### src/ctg_pkg.sv
// Package with shared types and constants of the tone-squelch gate.
package ctg_pkg;

  localparam int SampleWidthDef = 16;
  localparam int CountWidthDef  = 12;
  localparam int RecWidth       = 48;
  localparam int SumWidth       = 44;
  localparam int PowWidth       = 32;
  localparam int CoefWidth      = 18;
  localparam int CorrWidth      = 17;
  localparam int RelWidth       = 16;
  localparam int CfgIdxWidth    = 3;
  localparam int CfgDataWidth   = 32;

  typedef enum logic [CfgIdxWidth-1:0] {
    CFG_ENABLE    = 3'd0,
    CFG_LENGTH    = 3'd1,
    CFG_COEF      = 3'd2,
    CFG_CORR_RE   = 3'd3,
    CFG_CORR_IM   = 3'd4,
    CFG_ABS_THR   = 3'd5,
    CFG_REL_THR   = 3'd6
  } cfg_idx_e;

  localparam logic [CoefWidth-1:0] CoefReset   = 18'sd130000;
  localparam logic [CorrWidth-1:0] CorrReReset = 17'sd65535;
  localparam logic [PowWidth-1:0]  AbsThrReset = 32'd1000000;
  localparam logic [RelWidth-1:0]  RelThrReset = 16'd256;

  // Operand selector for the shared multiplier.
  typedef enum logic [1:0] {
    MUL_COEF = 2'd0,
    MUL_RE   = 2'd1,
    MUL_IM   = 2'd2
  } mul_sel_e;

endpackage

### src/ctg_front.sv
// Front part: drops items while disabled and classifies each kept item.
module ctg_front #(
  parameter int SampleWidth = ctg_pkg::SampleWidthDef,
  parameter int CountWidth  = ctg_pkg::CountWidthDef
) (
  input  logic                    clk_i,
  input  logic                    rst_ni,
  input  logic                    enable_i,
  input  logic [CountWidth-1:0]   block_length_i,
  input  logic                    in_valid_i,
  output logic                    in_ready_o,
  input  logic [SampleWidth-1:0]  tone_sample_i,
  input  logic [SampleWidth-1:0]  reference_sample_i,
  output logic                    q_valid_o,
  input  logic                    q_ready_i,
  output logic [2*SampleWidth:0]  q_data_o
);
  import ctg_pkg::*;

  // Two-entry queue; the sample counter is tracked here so classification
  // is known at entry. Entries hold {close, tone, ref}.
  logic [2*SampleWidth:0] mem_q [2];
  logic                   wp_q, rp_q;
  logic [1:0]             cnt_q;
  logic [CountWidth-1:0]  scnt_q;
  logic                   push, pop, close;

  assign in_ready_o = (cnt_q != 2'd2) || !enable_i;
  assign push       = in_valid_i && in_ready_o && enable_i;
  assign pop        = q_valid_o && q_ready_i;
  assign close      = !(scnt_q < block_length_i);
  assign q_valid_o  = cnt_q != 2'd0;
  assign q_data_o   = mem_q[rp_q];

  always_ff @(posedge clk_i) begin
    if (push) begin
      mem_q[wp_q] <= {close, tone_sample_i, reference_sample_i};
    end
  end

  always_ff @(posedge clk_i or negedge rst_ni) begin
    if (!rst_ni) begin
      wp_q   <= 1'b0;
      rp_q   <= 1'b0;
      cnt_q  <= 2'd0;
      scnt_q <= '0;
    end else begin
      if (push) begin
        wp_q   <= ~wp_q;
        scnt_q <= close ? '0 : scnt_q + 1'b1;
      end
      if (pop) begin
        rp_q <= ~rp_q;
      end
      cnt_q <= cnt_q + {1'b0, push} - {1'b0, pop};
    end
  end
endmodule

### config.mk
export PLATFORM = sky130hd
export DESIGN_NAME = ctg_front
export DESIGN_NICKNAME = d
export VERILOG_FILES = /design/src/ctg_pkg.sv /design/src/ctg_front.sv
export SDC_FILE = /design/constraint.sdc
export NUM_CORES = 1
export LEC_CHECK = 0
export ABC_AREA = 1
export BUFFER_PORTS_ARGS = -buffer_cell sky130_fd_sc_hd__buf_2
export CAP_MARGIN = 20
export CELL_PAD_IN_SITES_DETAIL_PLACEMENT = 1
export CELL_PAD_IN_SITES_GLOBAL_PLACEMENT = 2
export CORE_ASPECT_RATIO = 0.8
export CORE_MARGIN = 5
export CORE_UTILIZATION = 30
export CTS_BUF_LIST = sky130_fd_sc_hd__clkbuf_16
export CTS_CLUSTER_SIZE = 8
export DETAILED_ROUTE_END_ITERATION = 12
export GPL_ROUTABILITY_DRIVEN = 0
export PLACE_DENSITY = 0.78
export SYNTH_ARGS = -nofsm -noshare
export SYNTH_HDL_FRONTEND = slang
export SYNTH_SLANG_ARGS = --single-unit
### constraint.sdc
create_clock -name clk_i -period 2.4 [get_ports clk_i]
set_clock_uncertainty 0.15 [all_clocks]
set_input_delay 0.12 -clock clk_i [delete_from_list [all_inputs] [get_ports clk_i]]
set_output_delay 0.12 -clock clk_i [all_outputs]
set_load 0.01 [all_outputs]
==> impl_metrics.py, run 1 <==
metrics = {
    "logic_synthesis": {
        "ys_seq_elements": 82,
        "yosys_warnings": 0,
        "synth-compound-area-share_pct": 4.24,
        "yosys.area_share.simple_pct": 19.6,
        "share_of_the_synthesized_netlist_area_taken_by_xor_and_xnor_gates_pct": 1.90,
        "multiplexer_fraction_of_the_synthesized_cell_area_pct": 0,
        "synth_edf_count": 66,
        "synthDistinctLibCells": 26,
        "synthesis.nets": 407,
        "synth_top_family_by_area": "simple AND/OR/NAND/NOR gates",
        "syn_area_mm2": 0.00368,
        "synthesized_instance_count": 344,
        "register_area_share_after_synthesis_pct": 64.7,
        "yosys.area_share.adder_pct": 4.75,
        "synth_flop_cell": "edfxtp_1",
        "avgSynthCellArea_um2": 10.7,
        "async_reset_ff_share_pct": 19.5,
    },
    "cells_and_area": {
        "syn2layout_area_growth_pct": 35.0,
        "ratio_of_cells_with_drive_above_1_in_the_final_layout_pct": 27.5,
        "most-common-layout-cells": "nand2_1, buf_2, edfxtp_1, dlygate4sd3_1, inv_1",
        "fillCellCount": 1342,
        "fin_nets": 531,
        "layout_commonest_cell": "nand2_1",
        "insertedDiodeCount": 0,
    },
    "clock_network": {
        "cts_tree": "yes",
        "postCtsSetupBuffers": 0,
        "ctsRootBufferMaster": "clkbuf_16",
        "tritoncts_num_sinks": 82,
        "max_clock_buf_depth": 2,
        "cts-htree-levels": 3,
        "cts_inserted_buffers": 9,
        "worstSkewPairLatency_ns": 0.33,
        "reg_clk_slew_reported_paths_ns": 0.06,
    },
    "power_and_ir_drop": {
        "finalPower_mw": 4.84,
        "vdd_ir_drop_max_v": 0.000486,
        "power_density_mw_per_mm2": 974,
        "cellLeakagePower_nw": 2.26,
    },
    "global_route": {
        "antenna_violations_before_repair": 0,
        "grt_max_degree": 35,
        "grt_overflow": 0,
        "via_count_of_the_first_global_routing_pass": 2930,
        "grt_first_pass_wirelength_mm": 14.0,
        "track_usage_pct": 12.3,
    },
    "sta": {
        "relSlewSlack_pct": 62.7,
        "final.hold.worst_slack_ns": 0.101,
        "fin_crit_ns": 1.89,
        "tightestPinTransition_ns": 0.558,
        "fin_tns_setup_ns": 0,
        "min_period_over_period_pct": 78.6,
        "unrepaired_setup_endpoints_after_global_routing": "false",
        "report.final.slew_viol_count": 0,
        "timing.final.hold_violations": 0,
        "fmaxAchievable_ghz": 0.530,
        "final_critical_path_setup_slack_ns": 0.513,
        "setup_viol": 0,
    },
    "hold_path": {
        "min_path_type": "input pin to async pin",
    },
    "placement": {
        "dp_hpwl_mm": 6.03,
        "pre_cts_slack_ns": 0.488,
        "place.port_buffers": 83,
    },
    "detailed_routing": {
        "route.met2.wl_mm": 4.40,
        "top_layer": "met4",
        "vias": 2711,
        "drt_iter0_markers": 74,
        "route.met3.wl_um": 325,
        "wl_mm": 8.67,
        "routedLengthMet1_mm": 3.80,
        "routed_wire_length_per_instance_um": 13.9,
        "remaining_drc_errors": 0,
        "detail-route-antenna-nets": 0,
        "post_drt_via_cell_ratio": 4.34,
        "drt_pre_antenna_iters": 6,
    },
    "floorplan": {
        "fp.dieW_um": 134,
        "die-area_mm2": 0.0146,
        "pin_count": 84,
        "floorplan.core_area_mm2": 0.0121,
        "die_extent_in_y_um": 109,
        "floorplan.initialDensity_pct": 30.4,
        "floorplan.rows": 36,
    },
    "worst_setup_path": {
        "cp_data_arrival_time_ns": 1.93,
        "worstSetupEndpointType": "flip-flop",
        "required_ns": 2.45,
        "r2r_slack_ns": 0.51,
        "cp-start-kind": "flip-flop",
        "path_max_fanout": 14,
        "critical_path.reg2reg.startpoint": "scnt_q[11]",
        "timing_worst_setup_path_type": "flip-flop to flip-flop",
        "crit-reg2reg-capture": "scnt_q[0]",
        "reg2regPathDepth": 7,
    },
    "run_status": {
        "status": "finished clean",
    },
    "run": {
        "maxCapViolCount": 0,
    },
}
cells by family (layout without fill, tap and decap cells):
kind of cell | after synthesis | after routing
and+or+nand+nor | 178 | 178
DFF | 82 | 82
buffers and inverters | 43 | 172
xor gates and xnor gates | 8 | 8
adders and majority gates | 14 | 14
AOI/OAI and AO/OA | 19 | 19
how the worst max path moves through the flow:
stage	end	start	slack, ns
CTS	scnt_q[0]	scnt_q[11]	0.48
detailed placement	scnt_q[0]	scnt_q[11]	0.49
floorplan	mem_q[1][0]	cnt_q[1]	0.31
global route	scnt_q[0]	scnt_q[11]	0.33
global placement	mem_q[1][32]	scnt_q[5]	0.52
finish	scnt_q[0]	scnt_q[11]	0.51
final cells by class:
cell class / instances / area (um^2) / area share [%]
Tap cell: 152 / 190 / 3.82
Clock buffer: 9 / 225 / 4.53
Multi-Input combinational cell: 219 / 1140 / 22.9
Sequential cell: 82 / 2380 / 47.9
Clock inverter: 7 / 92.6 / 1.86
Timing Repair Buffer: 122 / 818 / 16.4
Inverter: 34 / 128 / 2.56
report_power, final:
part	switching (mW)	internal (mW)
clock	0.535	0.910
combinational	0.959	0.542
sequential	0.121	1.78
critical path, stage by stage (launching register included):
cell and delay (ns):
dfrtp_1 0.40, ha_1 0.32, nand2_2 0.07, nor2_2 0.12, nor3b_2 0.17, nand2_1 0.08, nand2_2 0.31, o21ai_0 0.14
routing by layer:
metal	global-route usage, %	up-vias
met5	0	-
met4	4.04	0
met3	3.23	12
met2	21.9	52
met1	14.5	1281
li1	-	1366
cells in the mapped netlist (2+ instances only):
| cell type | n | area, um^2 |
|---|---|---|
| o21bai_2 | 2 | 22.5 |
| nand2_2 | 5 | 31.3 |
| o21ai_0 | 2 | 10.0 |
| inv_1 | 32 | 120 |
| buf_2 | 4 | 20.0 |
| a21oi_1 | 4 | 20.0 |
| nand4_1 | 4 | 25.0 |
| nor2_1 | 13 | 48.8 |
| a21oi_2 | 10 | 87.6 |
| nand3_1 | 5 | 25.0 |
| xnor2_1 | 3 | 26.3 |
| xor2_1 | 5 | 43.8 |
| edfxtp_1 | 66 | 1980 |
| nand2_1 | 145 | 544 |
| ha_1 | 14 | 175 |
| nor2_2 | 3 | 18.8 |
| clkbuf_1 | 3 | 11.3 |
| dfrtp_1 | 16 | 400 |
per-stage QoR:
| step | cell area, um^2 | std cells | utilization, % |
|---|---|---|---|
| 2_1_floorplan | 3690 | 344 | - |
| 5_1_grt | 4980 | 625 | 41.1 |
| 3_3_place_gp | 4320 | 575 | 35.6 |
| 6_report | 4980 | 625 | 41.1 |
| 3_5_place_dp | 4320 | 575 | 35.6 |
| 4_1_cts | 4980 | 625 | 41.1 |
state kept, by name, summed over array words and instances, names as in the netlist:
register / cells
cnt_q: 2
mem_q: 66
rp_q: 1
scnt_q: 12
wp_q: 1
repair_timing:
| item | 4_1_cts | 5_1_grt |
|---|---|---|
| hold endpoints to repair | 81 | 0 |
| hold buffers | 34 | 0 |
| gates resized for setup | 0 | 0 |
No activity file was read; power rests on OpenSTA's default activity.
==> run 2, diff against run 1 <==
ABC_AREA = 0   (was 1)
CORE_UTILIZATION = 37   (was 30)
PLACE_DENSITY = 0.84   (was 0.78)
clock period = 1.95 ns   (was 2.4 ns; I/O delays follow)
==> run 2 against run 1 <==
  * Flip-flop and latch count unchanged
  * Count of clock-buffer cells in the layout unchanged
  * The run now ends with setup timing left
  * Maximum frequency decreased by 5.8%
  * Die area decreased by 20%
  * Largest power group is now combinational cells
  * Cell count decreased by 18%
==> impl_metrics.py, run 2 <==
metrics = {
    "placement": {
        "pre_cts_slack_ns": -0.101,
        "dp_hpwl_mm": 5.47,
        "place.port_buffers": 83,
    },
    "logic_synthesis": {
        "yosys-top-cells-count": "edfxtp_1, mux2_2, inv_1, dfrtp_1, nand2_1",
        "avgSynthCellArea_um2": 15.0,
        "yosysMostFrequentCell": "edfxtp_1",
        "synth_edf_count": 66,
        "register_area_share_after_synthesis_pct": 66.8,
        "async_reset_ff_share_pct": 19.5,
        "yosys_warnings": 0,
        "syn_area_mm2": 0.00356,
        "synth_flop_cell": "edfxtp_1",
        "synthDistinctLibCells": 40,
        "ys_seq_elements": 82,
        "post_synth_main_area_contributors": "edfxtp_1, dfrtp_1, mux2_2",
        "yosysTopAreaCellShare_pct": 55.6,
        "synth_largest_area_cell": "edfxtp_1",
        "synthesized_instance_count": 238,
        "synthesis.nets": 301,
    },
    "clock_network": {
        "tritoncts_num_sinks": 82,
        "reg_clk_slew_reported_paths_ns": 0.06,
        "cts_tree": "yes",
        "max_clock_buf_depth": 2,
        "cts_inserted_buffers": 9,
        "worstSkewPairLatency_ns": 0.33,
        "cts-htree-levels": 3,
        "ctsRootBufferMaster": "clkbuf_16",
    },
    "global_route": {
        "via_count_of_the_first_global_routing_pass": 2631,
        "grt_max_degree": 32,
        "track_usage_pct": 14.5,
        "grt_overflow": 0,
        "grt_first_pass_wirelength_mm": 13.2,
        "antenna_violations_before_repair": 0,
    },
    "cells_and_area": {
        "most-common-layout-cells": "buf_2, edfxtp_1, dlygate4sd3_1, mux2_2, buf_4",
        "postLayoutCoreUtil_pct": 53.3,
        "registers.top_by_ff_count": "mem_q",
        "fin_nets": 449,
        "insertedDiodeCount": 0,
        "reg_top3": "mem_q: 66 flops, scnt_q: 12 flops, cnt_q: 2 flops",
        "largest_reg_flops": 66,
        "syn2layout_area_growth_pct": 42.4,
        "fillCellCount": 968,
        "ratio_of_cells_with_drive_above_1_in_the_final_layout_pct": 46.0,
        "layout_commonest_cell": "buf_2",
    },
    "worst_setup_path": {
        "timing.critical_path.buf_inv": 1,
        "timing.critical_path.max_delay_family": "compound AO/OA/AOI/OAI gates",
        "cp-start-kind": "flip-flop",
        "cp_data_arrival_time_ns": 2.09,
        "crit_path_max_incr_delay_ns": 0.41,
        "timing.critical_path.cells": "ha_1 -> nand4_1 -> nor4_4 -> buf_4 -> a21oi_4 -> nand3_4 -> o311ai_2",
        "required_ns": 2.04,
        "critical-path-slowest-cell": "dfrtp_1",
        "timing_worst_setup_path_type": "flip-flop to flip-flop",
        "path_max_fanout": 8,
        "worstSetupEndpointType": "flip-flop",
    },
    "detailed_routing": {
        "route.met3.wl_um": 246,
        "top_layer": "met4",
        "route.met2.wl_mm": 4.56,
        "vias": 2433,
        "remaining_drc_errors": 0,
        "detail-route-antenna-nets": 0,
        "routedLengthMet1_mm": 3.45,
        "drt_pre_antenna_iters": 4,
        "routed_wire_length_per_instance_um": 16.4,
        "wl_mm": 8.36,
        "drt_iter0_markers": 121,
        "post_drt_via_cell_ratio": 4.77,
    },
    "floorplan": {
        "pin_count": 84,
        "fp.dieW_um": 120,
        "die_extent_in_y_um": 97.8,
        "floorplan.rows": 32,
        "die-area_mm2": 0.0117,
        "floorplan.core_area_mm2": 0.00953,
        "floorplan.initialDensity_pct": 37.4,
    },
    "power_and_ir_drop": {
        "intPower_mw": 4.43,
        "power_switching_share_pct": 32.3,
        "power.share.sequential_pct": 37.2,
        "power_density_mw_per_mm2": 1290,
        "vdd_ir_drop_max_v": 0.000681,
        "power_frac_comb_pct": 38.1,
        "cellLeakagePower_nw": 2.03,
        "power.net_switching_mw": 2.11,
        "share_clk_of_total_power_pct": 24.6,
    },
    "sta": {
        "min_period_over_period_pct": 103,
        "fmaxAchievable_ghz": 0.499,
        "unrepaired_setup_endpoints_after_global_routing": "true",
        "setup_viol": 4,
        "timing.final.hold_violations": 0,
        "final_critical_path_setup_slack_ns": -0.0532,
        "fin_tns_setup_ns": -0.115,
        "report.final.slew_viol_count": 0,
        "tightestPinTransition_ns": 0.404,
        "relSlewSlack_pct": 73.1,
        "fin_crit_ns": 2.00,
    },
    "run_status": {
        "status": "complete, but fails checks",
        "violations": "setup timing",
    },
    "hold_path": {
        "min_path_type": "input pin to async pin",
    },
    "run": {
        "maxCapViolCount": 0,
    },
}
==> run 2: cell count changes after synthesis, moves of 4 or more <==
cell and change:
nand2_2 -5, inv_1 -14, nor2_1 -6, nand2_1 -129, o21ai_0 +4, a21oi_2 -10, mux2_2 +33, xor2_1 -4
==> run 2: worst paths after layout <==
| check | start | endpoint | slack (ns) | cells past startpoint |
|---|---|---|---|---|
| min | rst_ni | scnt_q[11] | 0.10 | 2 |
| max | scnt_q[8] | scnt_q[11] | -0.05 | 7 |
| max in group asynchronous | rst_ni | scnt_q[4] | 1.26 | 2 |
| max reg2reg | scnt_q[8] | scnt_q[11] | -0.05 | 7 |
| min in group clk_i | in_valid_i | wp_q | 0.22 | 4 |
| min reg2reg | rp_q | rp_q | 0.45 | 1 |
==> run 2: cell type report <==
class	count	area (um^2)	share of cell area, %
clock buffer	9	225	4.44
clock inverter	7	61.3	1.21
inverter	19	76.3	1.50
multi-input combinational	131	1190	23.5
sequential	82	2380	46.9
tap	119	149	2.93
timing repair buffer	143	988	19.5
==> run 2: cells by family after synthesis <==
| group | count (synthesis) | synth area share, % |
|---|---|---|
| xor+xnor | 4 | 0.983 |
| flops | 82 | 66.8 |
| simple gates | 50 | 7.90 |
| fa+ha+maj | 14 | 4.91 |
| mux | 34 | 10.7 |
| buf+inv | 26 | 2.95 |
| compound gates | 28 | 5.72 |
==> run 2: power by group through the flow <==
stage	clock network, mW	logic [mW]	registers, mW
2_1_floorplan	0	1.35	2.46
3_3_place_gp	0	2.18	2.45
3_5_place_dp	0	2.24	2.47
4_1_cts	1.66	2.42	2.44
5_1_grt	1.74	2.73	2.47
6_report	1.61	2.50	2.44
==> run 2: through the flow <==
| step | cells | hold WS, ns | area (um^2) | power, mW |
|---|---|---|---|---|
| 6_report | 510 | 0.104 | 5080 | 6.54 |
| 5_1_grt | 510 | 0.118 | 5080 | 6.93 |
| 4_1_cts | 509 | 0.0773 | 5000 | 6.52 |
| 3_5_place_dp | 455 | -0.102 | 4320 | 4.71 |
| 3_3_place_gp | 455 | -0.106 | 4320 | 4.63 |
| 2_1_floorplan | 238 | -0.348 | 3600 | 3.81 |
==> run 2: what timing repair did <==
action / CTS / global route
gates resized for setup: 8 / 10
setup buffers: 3 / 3
gates cloned: 1 / 0
hold endpoints to repair: 81 / 0
pin swaps: 9 / 6
hold buffers: 34 / 0
endpoints found under the setup margin: 15 / 15
==> run 2: routing by layer <==
| layer | vias up | track usage (%) |
|---|---|---|
| met5 | - | 0 |
| met4 | 0 | 4.05 |
| met3 | 7 | 3.47 |
| met2 | 42 | 26.6 |
| met1 | 1198 | 16.8 |
| li1 | 1186 | - |
==> run 3, diff against run 2 <==
CELL_PAD_IN_SITES_DETAIL_PLACEMENT = not set   (was 1)
CELL_PAD_IN_SITES_GLOBAL_PLACEMENT = not set   (was 2)
CORE_UTILIZATION = 46   (was 37)
PLACE_DENSITY = 0.74   (was 0.84)
==> run 3 against run 2 <==
  * The run still ends with setup timing left
  * Global-route usage rose by 0.59 points
  * Setup slack improved by 0.0029 ns
  * Maximum frequency rose by 0.14%
  * Count of clock-buffer cells in the layout did not move
  * Combinational power fell by 4%
  * Sequential share of layout area rose by 0.40 points
  * Worst hold slack got worse by 0.038 ns
  * Register-to-register slack barely moved
  * Sequential power barely moved
  * Clock power rose by 4%
  * Largest power group is now registers
==> impl_metrics.py, run 3 (synthesis results as in run 2) <==
metrics = {
    "sta": {
        "setup_viol": 6,
        "relSlewSlack_pct": 74.6,
        "final.hold.worst_slack_ns": 0.0657,
        "unrepaired_setup_endpoints_after_global_routing": "true",
        "timing.final.hold_violations": 0,
        "final_critical_path_setup_slack_ns": -0.0504,
        "report.final.slew_viol_count": 0,
        "fin_crit_ns": 2.00,
        "tightestPinTransition_ns": 0.379,
        "fmaxAchievable_ghz": 0.500,
        "min_period_over_period_pct": 103,
    },
    "placement": {
        "place.port_buffers": 83,
        "place_inst": 437,
        "dp_hpwl_mm": 4.87,
        "detailed_place.area_mm2": 0.00427,
    },
    "worst_setup_path": {
        "timing_worst_setup_path_type": "flip-flop to flip-flop",
        "crit_path_max_incr_delay_ns": 0.42,
        "timing.critical_path.buf_inv": 1,
        "path_max_fanout": 5,
        "timing.critical_path.max_delay_family": "simple AND/OR/NAND/NOR gates",
        "r2r_slack_ns": -0.05,
        "worstSetupEndpointType": "flip-flop",
        "crit-reg2reg-capture": "scnt_q[10]",
        "critical_path.reg2reg.startpoint": "scnt_q[11]",
        "cp-start-kind": "flip-flop",
        "critical-path-slowest-cell": "dfrtp_1",
        "required_ns": 2.00,
        "reg2regPathDepth": 7,
        "timing.critical_path.cells": "ha_4 -> nand4_1 -> nor4_4 -> buf_4 -> a21oi_4 -> a41oi_2 -> o31ai_1",
        "cp_data_arrival_time_ns": 2.05,
    },
    "clock_network": {
        "cts-htree-levels": 3,
        "tritoncts_num_sinks": 82,
        "cts_inserted_buffers": 9,
        "worstSkewPairLatency_ns": 0.33,
        "reg_clk_slew_reported_paths_ns": 0.06,
        "max_clock_buf_depth": 2,
        "cts_tree": "yes",
        "ctsRootBufferMaster": "clkbuf_16",
    },
    "cells_and_area": {
        "registers.top_by_ff_count": "mem_q",
        "most-common-layout-cells": "buf_2, edfxtp_1, dlygate4sd3_1, mux2_2, inv_1",
        "layout_commonest_cell": "buf_2",
        "largest_reg_flops": 66,
        "fin_area_mm2": 0.00504,
        "syn2layout_area_growth_pct": 41.3,
        "fin_nets": 443,
        "reg_top3": "mem_q: 66 flops, scnt_q: 12 flops, cnt_q: 2 flops",
        "ratio_of_cells_with_drive_above_1_in_the_final_layout_pct": 46.5,
        "final_cell_count_no_fill": 490,
        "insertedDiodeCount": 0,
    },
    "global_route": {
        "grt_max_degree": 34,
        "track_usage_pct": 15.0,
        "grt_first_pass_wirelength_mm": 11.0,
        "via_count_of_the_first_global_routing_pass": 2388,
        "antenna_violations_before_repair": 0,
        "grt_overflow": 0,
    },
    "power_and_ir_drop": {
        "share_clk_of_total_power_pct": 25.7,
        "power_density_mw_per_mm2": 1290,
        "power_switching_share_pct": 31.9,
        "power.net_switching_mw": 2.07,
        "cellLeakagePower_nw": 2.02,
        "intPower_mw": 4.42,
        "power_frac_comb_pct": 36.8,
        "power.share.sequential_pct": 37.6,
        "vdd_ir_drop_max_v": 0.000906,
    },
    "floorplan": {
        "floorplan.rows": 28,
        "floorplan.initialDensity_pct": 47.8,
        "pin_count": 84,
        "floorplan.core_area_mm2": 0.00746,
        "die_extent_in_y_um": 88.7,
        "fp.dieW_um": 108,
        "die-area_mm2": 0.00962,
    },
    "detailed_routing": {
        "routed_wire_length_per_instance_um": 14.6,
        "detail-route-antenna-nets": 0,
        "drt_iter0_markers": 133,
        "remaining_drc_errors": 0,
        "drt_pre_antenna_iters": 4,
        "vias": 2405,
        "wl_mm": 7.14,
        "post_drt_via_cell_ratio": 4.91,
    },
    "run": {
        "maxCapViolCount": 0,
    },
    "hold_path": {
        "min_path_type": "input pin to async pin",
    },
    "run_status": {
        "status": "complete, but fails checks",
        "violations": "setup timing",
    },
}
## run 3: what timing repair did
item	CTS	global route
buffers inserted	1	1
setup endpoints to repair	14	13
pin swaps	3	2
gates cloned	1	0
resized for setup	7	12
hold buffers	34	0
hold endpoints to repair	81	0
## run 3: power by group through the flow
| stage | Sequential, mW | Clock, mW | Combinational, mW |
|---|---|---|---|
| floorplan | 2.46 | 0 | 1.35 |
| global placement | 2.44 | 0 | 2.13 |
| detailed placement | 2.46 | 0 | 2.17 |
| CTS | 2.44 | 1.71 | 2.31 |
| global route | 2.47 | 1.77 | 2.64 |
| finish | 2.44 | 1.67 | 2.39 |
## run 3: through the flow
stage	TNS, ns	power (mW)	setup WS (ns)	utilization, %
3_5_place_dp	-0.670	4.63	-0.0846	57.2
5_1_grt	-0.874	6.88	-0.114	67.5
4_1_cts	0	6.45	0.00719	66.6
3_3_place_gp	-0.186	4.57	-0.0485	57.2
2_1_floorplan	-0.681	3.81	-0.0206	-
6_report	-0.165	6.49	-0.0504	67.5
## run 3: layer usage
layer | vias up | wire (um) | GRT usage [%]
li1 | 1186 | - | -
met1 | 1131 | 3070 | 18.9
met2 | 75 | 3560 | 25.0
met3 | 13 | 369 | 3.94
met4 | 0 | 142 | 6.19
met5 | - | 0 | 0
## run 3: how the worst max path moves through the flow
stage,from,to,slack (ns),cells past startpoint
6_report,scnt_q[11],scnt_q[10],-0.05,7
5_1_grt,scnt_q[1],scnt_q[5],-0.11,6
4_1_cts,cnt_q[1],cnt_q[1],0.007,7
3_5_place_dp,scnt_q[11],scnt_q[9],-0.08,6
3_3_place_gp,scnt_q[11],scnt_q[8],-0.05,6
2_1_floorplan,cnt_q[1],mem_q[0][0],-0.02,6
## run 3: cell type report
type                       count  area [um^2]
clock buffer                   9          225
inverter                      19         76.3
sequential                    82         2380
fill                         526         2420
timing repair buffer         137          947
clock inverter                 7         73.8
tap                          105          131
multi-input combinational    131         1200
## run 3: worst reg2reg max path: stages (launching register included)
cell and delay [ns]:
dfrtp_1 0.42, ha_4 0.29, nand4_1 0.17, nor4_4 0.31, buf_4 0.20, a21oi_4 0.07, a41oi_2 0.17, o31ai_1 0.10
